===== config.mk =====
export PLATFORM = sky130hd
export DESIGN_NAME = text_console_cursor_engine_top_flat
export DESIGN_NICKNAME = d
export VERILOG_FILES = /design/src/rtl/tcce_pkg.sv /design/src/rtl/tcce_if.sv /design/src/rtl/tcce_front.sv /design/src/rtl/tcce_queue.sv /design/src/rtl/tcce_back.sv /design/src/rtl/text_console_cursor_engine_top.sv /design/src/flat_wrapper.sv
export SDC_FILE = /design/constraint.sdc
export NUM_CORES = 1
export LEC_CHECK = 0
export ABC_AREA = 0
export BUFFER_PORTS_ARGS = -buffer_cell sky130_fd_sc_hd__buf_2
export CORE_MARGIN = 3
export CORE_UTILIZATION = 64
export CTS_CLUSTER_SIZE = 8
export DETAILED_ROUTE_END_ITERATION = 6
export PLACE_DENSITY = 0.87
export SYNTH_ARGS = -nofsm -noshare
export SYNTH_HDL_FRONTEND = slang
export SYNTH_SLANG_ARGS = --single-unit

===== constraint.sdc =====
create_clock -name clk_i -period 5.99 [get_ports clk_i]
set_input_delay 0.8985 -clock clk_i [delete_from_list [all_inputs] [get_ports clk_i]]
set_output_delay 0.8985 -clock clk_i [all_outputs]
set_load 0.05 [all_outputs]

===== src/rtl/tcce_pkg.sv =====
// ----------------------------------------------------------------------------
// tcce_pkg
// shared types and constants of the text console cursor engine
// ----------------------------------------------------------------------------
package tcce_pkg;

  // register indexes of the configuration port
  localparam int unsigned RegIdxW = 8;
  localparam logic [RegIdxW-1:0] REG_COLUMNS = 8'd0;
  localparam logic [RegIdxW-1:0] REG_ROWS    = 8'd1;

  localparam logic [7:0] COLUMNS_RESET = 8'd80;
  localparam logic [7:0] ROWS_RESET    = 8'd25;

  // control characters and printable range
  localparam logic [7:0] CHAR_LF    = 8'h0A;
  localparam logic [7:0] CHAR_CR    = 8'h0D;
  localparam logic [7:0] CHAR_BS    = 8'h08;
  localparam logic [7:0] CHAR_TAB   = 8'h09;
  localparam logic [7:0] CHAR_FIRST = 8'd32;
  localparam logic [7:0] CHAR_LAST  = 8'd126;
  localparam logic [6:0] GLYPH_SPACE = 7'd32;

  // depth of the queue between front and back
  localparam int unsigned QDepth = 2;
  localparam int unsigned QPtrW  = $clog2(QDepth);
  localparam int unsigned QCntW  = $clog2(QDepth + 1);

  typedef enum logic [2:0] {
    OP_CLEAR,
    OP_LF,
    OP_CR,
    OP_BS,
    OP_TAB,
    OP_PRINT
  } op_e;

  typedef enum logic [1:0] {
    CMD_DRAW   = 2'd0,
    CMD_ERASE  = 2'd1,
    CMD_SCROLL = 2'd2,
    CMD_CLEAR  = 2'd3
  } cmd_e;

  typedef enum logic [1:0] {
    ST_IDLE,
    ST_EXEC,
    ST_SCROLL
  } state_e;

  // one classified item in the queue
  typedef struct packed {
    op_e        op;
    logic [6:0] glyph;
  } entry_t;

  // one result beat
  typedef struct packed {
    cmd_e       command;
    logic [7:0] cell_col;
    logic [7:0] cell_row;
    logic [6:0] glyph;
    logic       last_of_run;
  } result_t;

  // screen geometry handed to the back part
  typedef struct packed {
    logic [7:0] cols;
    logic [7:0] rows;
    logic       home;
  } geom_t;

endpackage


===== src/rtl/tcce_if.sv =====
// ----------------------------------------------------------------------------
// tcce channel interfaces
// input, result and configuration channels with valid/ready handshake
// ----------------------------------------------------------------------------
interface tcce_in_if;
  logic       valid;
  logic       ready;
  logic       action;
  logic [7:0] char_code;

  modport source (output valid, output action, output char_code, input ready);
  modport sink   (input valid, input action, input char_code, output ready);
endinterface

interface tcce_out_if;
  logic       valid;
  logic       ready;
  logic [1:0] command;
  logic [7:0] cell_col;
  logic [7:0] cell_row;
  logic [6:0] glyph;
  logic       last_of_run;

  modport source (output valid, output command, output cell_col, output cell_row,
                  output glyph, output last_of_run, input ready);
  modport sink   (input valid, input command, input cell_col, input cell_row,
                  input glyph, input last_of_run, output ready);
endinterface

interface tcce_cfg_if;
  logic       valid;
  logic       ready;
  logic [7:0] reg_index;
  logic [7:0] wdata;

  modport source (output valid, output reg_index, output wdata, input ready);
  modport sink   (input valid, input reg_index, input wdata, output ready);
endinterface


===== src/rtl/tcce_front.sv =====
// ----------------------------------------------------------------------------
// tcce_front
// accepts input beats and classifies them into queue entries
// ----------------------------------------------------------------------------
module tcce_front (
  tcce_in_if.sink          in_ch,
  output logic             push_valid_o,
  input  logic             push_ready_i,
  output tcce_pkg::entry_t push_entry_o
);

  logic keep;

  assign in_ch.ready = push_ready_i;

  always_comb begin
    keep = 1'b1;
    push_entry_o.op    = tcce_pkg::OP_PRINT;
    push_entry_o.glyph = in_ch.char_code[6:0];
    if (in_ch.action) begin
      push_entry_o.op = tcce_pkg::OP_CLEAR;
    end else begin
      case (in_ch.char_code)
        tcce_pkg::CHAR_LF:  push_entry_o.op = tcce_pkg::OP_LF;
        tcce_pkg::CHAR_CR:  push_entry_o.op = tcce_pkg::OP_CR;
        tcce_pkg::CHAR_BS:  push_entry_o.op = tcce_pkg::OP_BS;
        tcce_pkg::CHAR_TAB: begin
          push_entry_o.op    = tcce_pkg::OP_TAB;
          push_entry_o.glyph = tcce_pkg::GLYPH_SPACE;
        end
        default: begin
          // other non-printable bytes are dropped here
          keep = (in_ch.char_code >= tcce_pkg::CHAR_FIRST) &&
                 (in_ch.char_code <= tcce_pkg::CHAR_LAST);
        end
      endcase
    end
  end

  assign push_valid_o = in_ch.valid && keep;

endmodule


===== src/rtl/tcce_queue.sv =====
// ----------------------------------------------------------------------------
// tcce_queue
// short fifo between the classifying front and the executing back
// ----------------------------------------------------------------------------
module tcce_queue (
  input  logic             clk_i,
  input  logic             rst_ni,
  input  logic             push_valid_i,
  output logic             push_ready_o,
  input  tcce_pkg::entry_t push_entry_i,
  output logic             pop_valid_o,
  input  logic             pop_ready_i,
  output tcce_pkg::entry_t pop_entry_o
);

  tcce_pkg::entry_t              mem_q [tcce_pkg::QDepth];
  logic [tcce_pkg::QPtrW-1:0]    wr_ptr_q, wr_ptr_d;
  logic [tcce_pkg::QPtrW-1:0]    rd_ptr_q, rd_ptr_d;
  logic [tcce_pkg::QCntW-1:0]    cnt_q, cnt_d;
  logic                          do_push, do_pop;

  assign push_ready_o = (cnt_q != tcce_pkg::QCntW'(tcce_pkg::QDepth));
  assign pop_valid_o  = (cnt_q != '0);
  assign pop_entry_o  = mem_q[rd_ptr_q];
  assign do_push      = push_valid_i && push_ready_o;
  assign do_pop       = pop_valid_o && pop_ready_i;

  always_comb begin
    wr_ptr_d = wr_ptr_q;
    rd_ptr_d = rd_ptr_q;
    cnt_d    = cnt_q;
    if (do_push) begin
      wr_ptr_d = (wr_ptr_q == tcce_pkg::QPtrW'(tcce_pkg::QDepth - 1)) ? '0 : wr_ptr_q + 1'b1;
    end
    if (do_pop) begin
      rd_ptr_d = (rd_ptr_q == tcce_pkg::QPtrW'(tcce_pkg::QDepth - 1)) ? '0 : rd_ptr_q + 1'b1;
    end
    case ({do_push, do_pop})
      2'b10:   cnt_d = cnt_q + 1'b1;
      2'b01:   cnt_d = cnt_q - 1'b1;
      default: cnt_d = cnt_q;
    endcase
  end

  always_ff @(posedge clk_i or negedge rst_ni) begin
    if (!rst_ni) begin
      wr_ptr_q <= '0;
      rd_ptr_q <= '0;
      cnt_q    <= '0;
    end else begin
      wr_ptr_q <= wr_ptr_d;
      rd_ptr_q <= rd_ptr_d;
      cnt_q    <= cnt_d;
    end
  end

  always_ff @(posedge clk_i) begin
    if (do_push) begin
      mem_q[wr_ptr_q] <= push_entry_i;
    end
  end

endmodule


===== src/rtl/tcce_back.sv =====
// ----------------------------------------------------------------------------
// tcce_back
// cursor sequencer: executes one queued entry at a time, at most one result beat per step
// ----------------------------------------------------------------------------
module tcce_back #(
  parameter int unsigned TAB_STOP = 8
) (
  input  logic             clk_i,
  input  logic             rst_ni,
  input  tcce_pkg::geom_t  geom_i,
  input  logic             pop_valid_i,
  output logic             pop_ready_o,
  input  tcce_pkg::entry_t pop_entry_i,
  tcce_out_if.source       out_ch
);

  localparam int unsigned ModW = (TAB_STOP > 2) ? $clog2(TAB_STOP) : 1;
  localparam logic [ModW-1:0] ModMax = ModW'(TAB_STOP - 1);

  tcce_pkg::state_e  state_q, state_d;
  tcce_pkg::op_e     op_q;
  logic [6:0]        glyph_q;
  logic [7:0]        col_q, col_d;
  logic [7:0]        row_q, row_d;
  logic [ModW-1:0]   mod_q, mod_d;
  logic              out_valid_q, out_valid_d;
  tcce_pkg::result_t out_q, out_d;

  logic              can_emit, emit, done, to_scroll;
  logic [8:0]        col_inc, row_inc;
  logic              wrap, bottom;
  logic [ModW-1:0]   mod_inc;

  assign can_emit    = !out_valid_q || out_ch.ready;
  assign pop_ready_o = (state_q == tcce_pkg::ST_IDLE);
  assign col_inc     = {1'b0, col_q} + 9'd1;
  assign row_inc     = {1'b0, row_q} + 9'd1;
  assign wrap        = col_inc >= {1'b0, geom_i.cols};
  assign bottom      = row_inc >= {1'b0, geom_i.rows};
  assign mod_inc     = (mod_q == ModMax) ? '0 : mod_q + 1'b1;

  // datapath of one step
  always_comb begin
    emit      = 1'b0;
    done      = 1'b0;
    to_scroll = 1'b0;
    col_d     = col_q;
    row_d     = row_q;
    mod_d     = mod_q;
    out_d     = out_q;
    if (state_q == tcce_pkg::ST_EXEC && can_emit) begin
      out_d.cell_col    = '0;
      out_d.cell_row    = '0;
      out_d.glyph       = '0;
      out_d.last_of_run = 1'b1;
      case (op_q)
        tcce_pkg::OP_CLEAR: begin
          emit          = 1'b1;
          done          = 1'b1;
          out_d.command = tcce_pkg::CMD_CLEAR;
          col_d         = '0;
          row_d         = '0;
          mod_d         = '0;
        end
        tcce_pkg::OP_LF: begin
          done  = 1'b1;
          col_d = '0;
          mod_d = '0;
          out_d.command = tcce_pkg::CMD_SCROLL;
          if (bottom) begin
            emit  = 1'b1;
            row_d = geom_i.rows - 8'd1;
          end else begin
            row_d = row_inc[7:0];
          end
        end
        tcce_pkg::OP_CR: begin
          done  = 1'b1;
          col_d = '0;
          mod_d = '0;
        end
        tcce_pkg::OP_BS: begin
          done          = 1'b1;
          out_d.command = tcce_pkg::CMD_ERASE;
          out_d.cell_col = col_q - 8'd1;
          out_d.cell_row = row_q;
          if (col_q != '0) begin
            emit  = 1'b1;
            col_d = col_q - 8'd1;
            mod_d = (mod_q == '0) ? ModMax : mod_q - 1'b1;
          end
        end
        default: begin
          // print or tab: one draw at the cursor
          emit           = 1'b1;
          out_d.command  = tcce_pkg::CMD_DRAW;
          out_d.cell_col = col_q;
          out_d.cell_row = row_q;
          out_d.glyph    = glyph_q;
          if (wrap) begin
            col_d = '0;
            mod_d = '0;
            if (bottom) begin
              to_scroll         = 1'b1;
              out_d.last_of_run = 1'b0;
            end else begin
              row_d = row_inc[7:0];
              done  = 1'b1;
            end
          end else begin
            col_d = col_inc[7:0];
            mod_d = mod_inc;
            done  = (op_q == tcce_pkg::OP_PRINT) || (mod_inc == '0);
            out_d.last_of_run = done;
          end
        end
      endcase
    end else if (state_q == tcce_pkg::ST_SCROLL && can_emit) begin
      emit              = 1'b1;
      done              = 1'b1;
      row_d             = geom_i.rows - 8'd1;
      out_d.command     = tcce_pkg::CMD_SCROLL;
      out_d.cell_col    = '0;
      out_d.cell_row    = '0;
      out_d.glyph       = '0;
      out_d.last_of_run = 1'b1;
    end
    if (geom_i.home) begin
      col_d = '0;
      row_d = '0;
      mod_d = '0;
    end
    if (emit) begin
      out_valid_d = 1'b1;
    end else begin
      out_valid_d = out_valid_q && !out_ch.ready;
    end
  end

  // next state
  always_comb begin
    state_d = state_q;
    case (state_q)
      tcce_pkg::ST_IDLE: begin
        if (pop_valid_i) begin
          state_d = tcce_pkg::ST_EXEC;
        end
      end
      tcce_pkg::ST_EXEC: begin
        if (to_scroll) begin
          state_d = tcce_pkg::ST_SCROLL;
        end else if (done) begin
          state_d = tcce_pkg::ST_IDLE;
        end
      end
      tcce_pkg::ST_SCROLL: begin
        if (done) begin
          state_d = tcce_pkg::ST_IDLE;
        end
      end
      default: state_d = tcce_pkg::ST_IDLE;
    endcase
  end

  always_ff @(posedge clk_i or negedge rst_ni) begin
    if (!rst_ni) begin
      state_q     <= tcce_pkg::ST_IDLE;
      col_q       <= '0;
      row_q       <= '0;
      mod_q       <= '0;
      out_valid_q <= 1'b0;
    end else begin
      state_q     <= state_d;
      col_q       <= col_d;
      row_q       <= row_d;
      mod_q       <= mod_d;
      out_valid_q <= out_valid_d;
    end
  end

  always_ff @(posedge clk_i) begin
    out_q <= out_d;
    if (pop_valid_i && pop_ready_o) begin
      op_q    <= pop_entry_i.op;
      glyph_q <= pop_entry_i.glyph;
    end
  end

  assign out_ch.valid       = out_valid_q;
  assign out_ch.command     = out_q.command;
  assign out_ch.cell_col    = out_q.cell_col;
  assign out_ch.cell_row    = out_q.cell_row;
  assign out_ch.glyph       = out_q.glyph;
  assign out_ch.last_of_run = out_q.last_of_run;

endmodule


===== src/rtl/text_console_cursor_engine_top.sv =====
// path: a beat is classified combinationally and enters the queue when accepted;
//   the idle back pulls one entry at a time, at most one result beat per step,
//   stalling while a beat is not taken; a tab draws up to TAB_STOP cells
// reset: columns 80, rows 25, cursor at column 0 row 0, queue and result register empty
// ----------------------------------------------------------------------------
// text_console_cursor_engine_top
// cursor control for a character-cell display: turns bytes into cell commands
// ----------------------------------------------------------------------------
module text_console_cursor_engine_top #(
  parameter int unsigned TAB_STOP = 8
) (
  input  logic       clk_i,
  input  logic       rst_ni,
  tcce_in_if.sink    in_ch,
  tcce_out_if.source out_ch,
  tcce_cfg_if.sink   cfg_ch
);

  // screen geometry registers
  logic [7:0]       columns_q, columns_d;
  logic [7:0]       rows_q, rows_d;
  logic             cfg_beat;
  tcce_pkg::geom_t  geom;

  // front to queue
  logic             push_valid, push_ready;
  tcce_pkg::entry_t push_entry;

  // queue to back
  logic             pop_valid, pop_ready;
  tcce_pkg::entry_t pop_entry;

  // the user must issue config writes only while idle; the block does not enforce this, the port is always open
  assign cfg_ch.ready = 1'b1;
  assign cfg_beat     = cfg_ch.valid && cfg_ch.ready;

  always_comb begin
    columns_d = columns_q;
    rows_d    = rows_q;
    geom.home = 1'b0;
    // a zero register value behaves as one
    geom.cols = (columns_q == '0) ? 8'd1 : columns_q;
    geom.rows = (rows_q == '0) ? 8'd1 : rows_q;
    if (cfg_beat) begin
      case (cfg_ch.reg_index)
        tcce_pkg::REG_COLUMNS: begin
          columns_d = cfg_ch.wdata;
          geom.home = 1'b1;
        end
        tcce_pkg::REG_ROWS: begin
          rows_d    = cfg_ch.wdata;
          geom.home = 1'b1;
        end
        default: begin
          // writes past the register list are dropped and leave the cursor alone
          geom.home = 1'b0;
        end
      endcase
    end
  end

  always_ff @(posedge clk_i or negedge rst_ni) begin
    if (!rst_ni) begin
      columns_q <= tcce_pkg::COLUMNS_RESET;
      rows_q    <= tcce_pkg::ROWS_RESET;
    end else begin
      columns_q <= columns_d;
      rows_q    <= rows_d;
    end
  end

  // front: classify bytes, drop the ones that do nothing
  tcce_front u_front (
    .in_ch        (in_ch),
    .push_valid_o (push_valid),
    .push_ready_i (push_ready),
    .push_entry_o (push_entry)
  );

  // short queue so the front keeps taking beats while a run is emitted
  tcce_queue u_queue (
    .clk_i        (clk_i),
    .rst_ni       (rst_ni),
    .push_valid_i (push_valid),
    .push_ready_o (push_ready),
    .push_entry_i (push_entry),
    .pop_valid_o  (pop_valid),
    .pop_ready_i  (pop_ready),
    .pop_entry_o  (pop_entry)
  );

  // back: owns the cursor and the registered result beat
  tcce_back #(
    .TAB_STOP (TAB_STOP)
  ) u_back (
    .clk_i       (clk_i),
    .rst_ni      (rst_ni),
    .geom_i      (geom),
    .pop_valid_i (pop_valid),
    .pop_ready_o (pop_ready),
    .pop_entry_i (pop_entry),
    .out_ch      (out_ch)
  );

endmodule

===== src/flat_wrapper.sv =====
// flat-port wrapper written by rule: the top's interface ports become plain ports
module text_console_cursor_engine_top_flat 
#(
  parameter int unsigned TAB_STOP = 8
)
  (clk_i, rst_ni, in_ch_valid, in_ch_action, in_ch_char_code, in_ch_ready, out_ch_valid, out_ch_command, out_ch_cell_col, out_ch_cell_row, out_ch_glyph, out_ch_last_of_run, out_ch_ready, cfg_ch_valid, cfg_ch_reg_index, cfg_ch_wdata, cfg_ch_ready);
  tcce_in_if in_ch_i ();
  tcce_out_if out_ch_i ();
  tcce_cfg_if cfg_ch_i ();
  input  logic clk_i;
  input  logic rst_ni;
  input wire logic [$bits(in_ch_i.valid)-1:0] in_ch_valid;
  input wire logic [$bits(in_ch_i.action)-1:0] in_ch_action;
  input wire logic [$bits(in_ch_i.char_code)-1:0] in_ch_char_code;
  output wire logic [$bits(in_ch_i.ready)-1:0] in_ch_ready;
  output wire logic [$bits(out_ch_i.valid)-1:0] out_ch_valid;
  output wire logic [$bits(out_ch_i.command)-1:0] out_ch_command;
  output wire logic [$bits(out_ch_i.cell_col)-1:0] out_ch_cell_col;
  output wire logic [$bits(out_ch_i.cell_row)-1:0] out_ch_cell_row;
  output wire logic [$bits(out_ch_i.glyph)-1:0] out_ch_glyph;
  output wire logic [$bits(out_ch_i.last_of_run)-1:0] out_ch_last_of_run;
  input wire logic [$bits(out_ch_i.ready)-1:0] out_ch_ready;
  input wire logic [$bits(cfg_ch_i.valid)-1:0] cfg_ch_valid;
  input wire logic [$bits(cfg_ch_i.reg_index)-1:0] cfg_ch_reg_index;
  input wire logic [$bits(cfg_ch_i.wdata)-1:0] cfg_ch_wdata;
  output wire logic [$bits(cfg_ch_i.ready)-1:0] cfg_ch_ready;
  assign in_ch_i.valid = in_ch_valid;
  assign in_ch_i.action = in_ch_action;
  assign in_ch_i.char_code = in_ch_char_code;
  assign in_ch_ready = in_ch_i.ready;
  assign out_ch_valid = out_ch_i.valid;
  assign out_ch_command = out_ch_i.command;
  assign out_ch_cell_col = out_ch_i.cell_col;
  assign out_ch_cell_row = out_ch_i.cell_row;
  assign out_ch_glyph = out_ch_i.glyph;
  assign out_ch_last_of_run = out_ch_i.last_of_run;
  assign out_ch_i.ready = out_ch_ready;
  assign cfg_ch_i.valid = cfg_ch_valid;
  assign cfg_ch_i.reg_index = cfg_ch_reg_index;
  assign cfg_ch_i.wdata = cfg_ch_wdata;
  assign cfg_ch_ready = cfg_ch_i.ready;
  text_console_cursor_engine_top #(.TAB_STOP(TAB_STOP)) u_core (.clk_i(clk_i), .rst_ni(rst_ni), .in_ch(in_ch_i), .out_ch(out_ch_i), .cfg_ch(cfg_ch_i));
endmodule

==> impl_metrics.json <==
{
  "cts_buffers": 9,
  "path_class": "reg -> reg",
  "yosys.area_share.simple_pct": 15.16,
  "r2r_slack_ns": 2.25,
  "die_h_um": 97.61,
  "synth_top_cell_by_area": "edfxtp_1",
  "grt_max_degree": 43,
  "place_hpwl_um": 9072,
  "areaGrowthSynthToFinish_pct": 9.481,
  "syn-num-nets": 570,
  "maxCapViolCount": 0,
  "routabilityCongestion": 0.9558,
  "peakVddDrop_mv": 0.3446,
  "place_inst": 645,
  "start_util_pct": 67.76,
  "portBuffers": 57,
  "synthesis.area_um2": 5371,
  "ys_ff_latch": 98,
  "die-area_um2": 9528,
  "min_path_type": "reg -> reg",
  "drt_pass1_iterations": 5,
  "clk_latency_ns": 0.37,
  "drv_slew": 0,
  "worst_setup_path_end_kind": "flop",
  "relSlewSlack_pct": 20.90,
  "worstPathArrival_ns": 4.00,
  "rsz0062_at_grt": "no",
  "synthCells": 514,
  "critPathMaxFanout": 16,
  "critPathLaunchType": "flop",
  "grt_pass1_wl_um": 20530,
  "grt-ovfl-total": 0,
  "syn_avg_cell_area_um2": 10.45,
  "p_total_uw": 3244,
  "route.detailed.drc": 0,
  "outcome": "finished clean",
  "die_w_um": 97.61,
  "fmax_mhz": 267.1,
  "timing.rr.start": "u_core.u_back.col_q[0]",
  "nets": 610,
  "cellPowerDensity_nw_per_um2": 551.6,
  "diodes": 0,
  "rows": 32,
  "synthMuxAreaShare_pct": 3.983,
  "synth-adder-area-share_pct": 6.056,
  "hold_slack_ns": 0.5031,
  "p_leak_uw": 0.002439,
  "cts_root_buf": "clkbuf_8",
  "htreeDepth": 3,
  "synth_enable_flop_cells": 56,
  "clk_pin_slew_worst_paths_ns": 0.10,
  "synth_area_leaders": "edfxtp_1 31%, dfrtp_1 17%, ha_1 6.1%",
  "yosysWarnings": 0,
  "clockBufferDepth": 2,
  "track_usage_pct": 27.04,
  "worstPathRequired_ns": 6.25,
  "viasPerCell": 6.228,
  "synth_compound_area_share_pct": 14.91,
  "min-delay-start": "u_core.u_queue.wr_ptr_q",
  "core_area_um2": 7928,
  "critical_path.startpoint": "u_core.u_back.col_q[0]",
  "fin_crit_ns": 3.744,
  "synth_xor_area_share_pct": 4.403,
  "grt_pass1_vias": 4081,
  "synth_top_family_by_area": "simple AND/OR/NAND/NOR gates",
  "synth.distinct_cells": 61,
  "instances_no_fill": 661,
  "synth-main-ff-cell": "edfxtp_1",
  "cts_resized": 0,
  "hold_viol": 0,
  "finalSetupViolCount": 0,
  "fin_setup_tns_ns": 0,
  "tightest_slew_ns": 1.182,
  "cts.sinks": 98,
  "async_reset_ff_share_pct": 42.86,
  "ant_nets": 0,
  "drive_gt1_share_pct": 18.96,
  "vias": 4117,
  "synth_top_area_share_pct": 31.31,
  "drtIter0Drc": 324,
  "postCtsSetupRepairBufs": 0,
  "seq_area_frac_synth_pct": 50.99,
  "ctsHoldBuffers": 0,
  "boundaryPins": 59,
  "fin_skew_ns": 0.01208,
  "wl_per_cell_um": 18.96,
  "drt-total-wl_um": 12530,
  "cts_tree": "done",
  "fin_crit_sh_pct": 62.50,
  "grt_antenna_before_repair": 0
}
power breakdown:
| part | internal, uW | switching [uW] |
|---|---|---|
| registers | 1000 | 236 |
| clock network | 207 | 257 |
| logic | 494 | 1050 |
| total | 1700 | 1540 |
area by class of cell:
cell class | instances | area [um^2]
tap | 102 | 127.6
timing repair buffer | 58 | 292.8
inverter | 27 | 101.3
fill | 563 | 2047
clock inverter | 7 | 97.59
clock buffer | 9 | 123.9
multi-input combinational | 360 | 2399
sequential | 98 | 2739
registers in the layout (all words and copies together), names as in the netlist, 7 cells and up:
register and cells:
u_core.columns_q 8, u_core.rows_q 8, u_core.u_back.col_q 8, u_core.u_back.glyph_q 7, u_core.u_back.out_ch.cell_col 8, u_core.u_back.out_ch.cell_row 8
u_core.u_back.out_ch.glyph 7, u_core.u_back.row_q 8, u_core.u_queue.mem_q 20
worst paths after layout:
check                      cells past startpoint                       to
min in group asynchronous                      1   u_core.u_back.col_q[7]
max reg2reg                                   12   u_core.u_back.mod_q[0]
min reg2reg                                    1  u_core.u_queue.wr_ptr_q
max in group asynchronous                      1      u_core.columns_q[1]
min                                            1  u_core.u_queue.wr_ptr_q
max                                           12   u_core.u_back.mod_q[0]
cell usage after synthesis (2+ instances only):
cell and instances:
dfstp_2 5, o21ai_1 3, nand2_1 44, o32ai_1 2, mux2_2 19, o21a_1 3, buf_2 4, buf_6 2
a21oi_1 37, o21bai_1 2, nand3_1 11, o21ai_0 30, a32o_1 2, o22ai_1 5, ha_1 26, nor2_1 41
nand2b_1 7, nor2b_1 7, a41o_1 2, buf_4 2, nand3b_1 2, clkbuf_1 21, dfrtp_1 37, a211oi_1 4
and2_1 15, xnor2_1 17, a221oi_1 4, a31oi_1 7, and3_1 10, edfxtp_1 56, nor3_1 7, o31ai_1 4
xor2_1 10, nand4_1 5, inv_1 27, nor4b_1 3, nor4_1 6, or3_1 2
cell usage in the layout, fill, tap and decap left out, types with 3 or more instances in the layout:
| cell | instances |
|---|---|
| a211oi_1 | 4 |
| a21oi_1 | 36 |
| a221oi_1 | 4 |
| a31oi_1 | 7 |
| and2_1 | 15 |
| and3_1 | 10 |
| buf_2 | 57 |
| clkbuf_8 | 9 |
| dfrtp_1 | 37 |
| dfstp_2 | 5 |
| edfxtp_1 | 56 |
| ha_1 | 26 |
| inv_1 | 27 |
| inv_8 | 3 |
| mux2_2 | 19 |
| nand2_1 | 44 |
| nand2b_1 | 7 |
| nand3_1 | 11 |
| nand4_1 | 5 |
| nor2_1 | 41 |
| nor2b_1 | 7 |
| nor3_1 | 7 |
| nor4_1 | 6 |
| nor4b_1 | 3 |
| o21a_1 | 3 |
| o21ai_0 | 30 |
| o21ai_1 | 3 |
| o22ai_1 | 5 |
| o31ai_1 | 4 |
| xnor2_1 | 17 |
| xor2_1 | 10 |
routing by layer:
metal  vias up  track usage (%)  wire length (um)
met5         -                0                 0
li1       1934                -                 -
met2       195            44.44              6213
met3        22            5.240               849
met1      1966            36.58              5259
met4         0            8.094               210
per-stage QoR:
stage | util, % | worst slack, ns | area [um^2]
4_1_cts | 74.18 | 2.309 | 5881
2_1_floorplan | - | 2.685 | 5371
3_3_place_gp | 71.39 | 2.534 | 5659
6_report | 74.18 | 2.246 | 5881
3_5_place_dp | 71.39 | 2.366 | 5659
5_1_grt | 74.18 | 2.003 | 5881
cell families after synthesis:
family | after synthesis
and+or+nand+nor | 165
AOI/OAI and AO/OA | 122
DFF | 98
buffers and inverters | 56
xor gates and xnor gates | 27
adders and majority gates | 26
muxes | 19
other | 1
critical path: stages (launching register included):
cell      delay, ns
dfrtp_1        0.52
ha_1           0.28
nand3_1        0.21
inv_1          0.11
nand3_1        0.14
xnor2_1        0.18
ha_1           0.34
a21oi_1        0.13
o21ai_0        0.11
a221oi_2       0.54
and2_1         0.61
a221oi_1       0.21
a211oi_1       0.25
No activity file was read; power rests on OpenSTA's default activity.
